===== config.mk =====
export PLATFORM = sky130hd
export DESIGN_NAME = ccirc_sqrt
export DESIGN_NICKNAME = d
export VERILOG_FILES = /design/src/sv/ccirc_sqrt.sv
export SDC_FILE = /design/constraint.sdc
export NUM_CORES = 2
export LEC_CHECK = 0
export BUFFER_PORTS_ARGS = -buffer_cell sky130_fd_sc_hd__clkbuf_2
export CORE_MARGIN = 4
export CORE_UTILIZATION = 50
export CTS_CLUSTER_SIZE = 30
export DETAILED_ROUTE_END_ITERATION = 6
export PLACE_DENSITY = 0.65
export SETUP_SLACK_MARGIN = 0.5
export SLEW_MARGIN = 40
export SYNTH_ARGS = -nofsm -noshare
export SYNTH_HDL_FRONTEND = slang
export SYNTH_SLANG_ARGS = --single-unit
export TNS_END_PERCENT = 50

===== constraint.sdc =====
create_clock -name i_clk -period 4.4 [get_ports i_clk]
set_input_delay 0.44 -clock i_clk [delete_from_list [all_inputs] [get_ports i_clk]]
set_output_delay 0.44 -clock i_clk [all_outputs]
set_load 0.005 [all_outputs]

===== src/sv/ccirc_sqrt.sv =====
// Pipelined integer square root, one root bit per stage, with sideband.
`default_nettype none
module ccirc_sqrt #(
    parameter int RB = 31,
    parameter int SW = 1
) (
    input  wire logic            i_clk,
    input  wire logic            i_rst_n,
    input  wire logic            i_ce,
    input  wire logic            i_vld,
    input  wire logic [2*RB-1:0] i_val,
    input  wire logic [SW-1:0]   i_side,
    output logic                 o_vld,
    output logic [RB-1:0]        o_root,
    output logic [SW-1:0]        o_side
);
    localparam int EW = 2 * RB + 1;

    logic [EW-1:0] r_e    [0:RB];
    logic [RB-1:0] r_root [0:RB];
    logic [SW-1:0] r_side [0:RB];
    logic [RB:0]   r_vld;

    always_ff @(posedge i_clk) begin
        if (!i_rst_n) begin
            r_vld[0] <= 1'b0;
        end else if (i_ce) begin
            r_vld[0] <= i_vld;
        end
    end

    always_ff @(posedge i_clk) begin
        if (i_ce) begin
            r_e[0]    <= EW'(i_val);
            r_root[0] <= '0;
            r_side[0] <= i_side;
        end
    end

    for (genvar s = 1; s <= RB; s++) begin : g_stage
        localparam int K = RB - s;
        // (root + 2^K)^2 - root^2
        logic [EW-1:0] w_trial;
        logic          w_ge;
        assign w_trial = (EW'(r_root[s-1]) << (K + 1)) + (EW'(1) << (2 * K));
        assign w_ge    = r_e[s-1] >= w_trial;

        always_ff @(posedge i_clk) begin
            if (!i_rst_n) begin
                r_vld[s] <= 1'b0;
            end else if (i_ce) begin
                r_vld[s] <= r_vld[s-1];
            end
        end

        always_ff @(posedge i_clk) begin
            if (i_ce) begin
                r_e[s]    <= w_ge ? r_e[s-1] - w_trial : r_e[s-1];
                r_root[s] <= r_root[s-1] | (RB'(w_ge) << K);
                r_side[s] <= r_side[s-1];
            end
        end
    end

    assign o_vld  = r_vld[RB];
    assign o_root = r_root[RB];
    assign o_side = r_side[RB];
endmodule
`default_nettype wire


==> implementation parameters <==
Parameter                              Value

Outcome
  Result of the run    finished, final reports clean

Power
  Power after layout    68600 uW
  Sw Share    28.0%
  Leakage    0.0501 uW
  VDD IR-drop max    0.354 mV
  Internal power component    49300 uW
  Gate power share    19.2%
  Sequential group share of total power    47.2%
  Power per unit of standard cell area    512 nW/um2
  Clk pwr share    33.7%
  Sw power    19200 uW

Yosys
  Count of different cell masters after synthesis    86
  Post-synthesis cell type with the largest combined area    sky130_fd_sc_hd__edfxtp_1
  Synth top cells by count    2480 x sky130_fd_sc_hd__edfxtp_1, 662 x sky130_fd_sc_hd__inv_1, 659 x sky130_fd_sc_hd__nand2_1
  Number of warnings reported in the yosys synthesis log    0
  Area share of the largest cell type after synthesis    63.3%
  Synthesized area per cell    12.8 um2
  Cell area after synthesis    118000 um2
  Dominant register cell in the synthesized netlist    sky130_fd_sc_hd__edfxtp_1
  Portion of the post-synthesis area used by sequential elements    63.9%
  Leading cell type by number of instances after synthesis    sky130_fd_sc_hd__edfxtp_1
  Number of flops mapped to enable cells by yosys    2480
  Number of synthesized register bits    2512
  Leading cell types by total area after synthesis    sky130_fd_sc_hd__edfxtp_1 63%, sky130_fd_sc_hd__ha_1 5.6%, sky130_fd_sc_hd__xnor2_1 3.3%
  Syn Nets    9793
  Share of flip-flops with an asynchronous set or reset    0%
  Number of cells produced by synthesis    9201

Floorplan
  Area of the die    243000 um2
  Top-level port count    100
  Width of the die    493 um
  FP Rows    177
  Effective utilization at floorplan    50.4%
  Die extent in y    493 um
  Core ar.    233000 um2

Critical path
  Length in cells of the worst reg-to-reg path    10
  Critical path capture point type    register
  Worst-path fanout max    6
  Worst path most repeated cell    sky130_fd_sc_hd__or4_1
  Data required time of the worst path    5.05 ns
  Data arrival time of the worst path    4.45 ns
  Worst setup SP type    register
  Standard cell with the maximum stage delay on the critical path    sky130_fd_sc_hd__or4_4
  Number of cells on the critical path    10
  Category of the most critical setup path    register to register
  Cells along the critical path    or3_1 -> or2_1 -> or3_4 -> or4_4 -> nor4b_4 -> nor3_4 -> or4_1 -> or4_1 -> a31oi_2 -> xor2_1
  CP max stage delay    0.52 ns
  Dominant delay contributor by cell family on the critical path    simple AND/OR/NAND/NOR gates
  Bufs and invs on worst path    0

Layout
  Fraction of final layout cells with drive strength greater than 1    9.75%
  Layout Nets    10300
  Area growth, synth to finish    13.7%
  Count of fill cells added during filler insertion    18700
  Non-Filler Cell Area, Final    134000 um2
  Post-layout instance count excluding filler cells    13000

Clocking
  CTS tree    built
  H-tree depth reported by CTS    5
  Clock transition at the registers of the reported paths    0.05 ns
  Number of sinks on the clock net    2512
  Insertion delay of the later-clocked pin in the worst-skew pair    0.90 ns
  Clock Root Buffer    sky130_fd_sc_hd__clkbuf_16
  CTS buffer count    287
  Max Root-Sink Buffers    4

Global routing
  Vias in the first global route    72800
  Remaining Overflow, GRT    0
  Number of antenna violations at the first check in global routing    11
  Total routing resource utilization after global routing    22.3%
  Pin count of the biggest net entering global routing    162
  Wire length of the first global-routing pass    423000 um

Routing
  Total wire length    277000 um
  Routed wire per std cell    21.3 um
  Post-DRT Antenna Nets    0
  Detailed router's first-iteration violation count    6539
  Drt pass-1 iters    6
  # DRC    0
  Detail-routed via count per cell    5.75
  DR vias    74700

STA
  Unrepaired setup endpoints after global routing    yes
  Min Tclk post-route    3.81 ns
  Total setup violations reported at the end of the flow    0
  Maximum frequency from static timing analysis    263 MHz
  Tightest slew margin relative to the limit    35.6%
  Final hold violation count    0
  Worst-Margin Slew    0.958 ns
  Worst Slack Setup Final    0.594 ns
  Number of slew-limit violations in the final report    0
  Part of the cycle the worst path needs    86.5%
  Max Clock Skew    0.0536 ns

Place
  Global placer's final weighted congestion    0.921
  Worst slack at placement    0.136 ns
  HPWL after detailed placement    205000 um
  DP Area    123000 um2
  Cell Count Post-Placement    12400
  Port Buf Inserts    99

Min path
  Hold Path Stages    1
  Class of the worst hold path    input pin to register

Flow run
  Max-cap violation count    0
kinds of logic after synthesis:
family	share of synthesized area (%)
simple gates	11.8
flops	63.9
compound gates	8.69
xor+xnor	6.26
buf+inv	2.68
fa+ha+maj	5.58
mux	1.09
per-layer routing:
layer / wire (um) / vias to the layer above / GRT usage, %
met5: 35 / - / 0
met4: 6100 / 6 / 5.42
met3: 16100 / 419 / 3.45
met2: 133000 / 2075 / 36.9
met1: 122000 / 36900 / 31.0
li1: - / 35400 / -
cell type report:
cell class	instances	area [um2]	share of cell area, %
diodes	2	5.00	0.00374
flip-flops and latches	2512	75100	56.2
inverters	668	2510	1.87
well taps	3132	3920	2.93
clock buffers	329	7450	5.57
repair buffers	348	2870	2.14
clock inverters	156	1570	1.18
multi-input cells	5855	40300	30.2
state kept, by name, indices dropped and copies added, names as in the netlist:
register and count:
r_vld 31, r_side 32, r_root 496, r_e 1952, o_vld 1
power groups by stage:
stage	logic [uW]	registers [uW]	clock network [uW]
floorplan	9140	31600	0
global placement	12400	32800	0
detailed placement	12500	32800	0
CTS	12800	32300	23600
global route	14500	32600	24700
finish	13100	32300	23100
cells in the final DEF (no fill, tap or decap), drive strengths merged, types with 71 or more instances in the layout:
cell and instances:
a21o 218, a21oi 525, buf 184, clkbuf 429, clkinv 105, edfxtp 2480
ha 525, inv 672, mux2 73, nand2 659, nand2b 109, nand3 151
nand4 116, nor2 530, nor2b 106, nor3 253, nor4 321, o21a 78
o21ai 468, or3 95, or4 71, xnor2 447, xor2 394
path summary, 6_finish.rpt:
kind | startpoint | slack [ns] | endpoint
max | r_e[1][795] | 0.59 | r_e[1][880]
min | i_ce | 0.05 | r_e[1][115]
max reg2reg | r_e[1][795] | 0.59 | r_e[1][880]
min reg2reg | r_side[6][0] | 0.42 | r_side[6][1]
timing repair:
item / CTS / global route
cloned: 0 / 4
buffers inserted: 2 / 15
endpoints found under the hold margin: 64 / 0
endpoints found under the setup margin: 190 / 363
resized for setup: 30 / 124
pin swaps: 4 / 23
hold buffers: 64 / 0
metrics by stage:
step	hold WS (ns)	util (%)	setup TNS [ns]
final	0.0484	57.3	0
after CTS	0.0235	56.9	0
after global routing	0.0146	57.3	0
after floorplan	0.400	-	0
after detailed placement	0.405	52.7	0
after global placement	0.400	52.7	-0.884
worst register-to-register path: stages, from the launching register on:
cell and delay (ns):
sky130_fd_sc_hd__edfxtp_1 0.40, sky130_fd_sc_hd__or3_1 0.40, sky130_fd_sc_hd__or2_1 0.24, sky130_fd_sc_hd__or3_4 0.37, sky130_fd_sc_hd__or4_4 0.52, sky130_fd_sc_hd__nor4b_4 0.36
sky130_fd_sc_hd__nor3_4 0.07, sky130_fd_sc_hd__or4_1 0.46, sky130_fd_sc_hd__or4_1 0.50, sky130_fd_sc_hd__a31oi_2 0.17, sky130_fd_sc_hd__xor2_1 0.09
(Power assumes the default switching activity.)
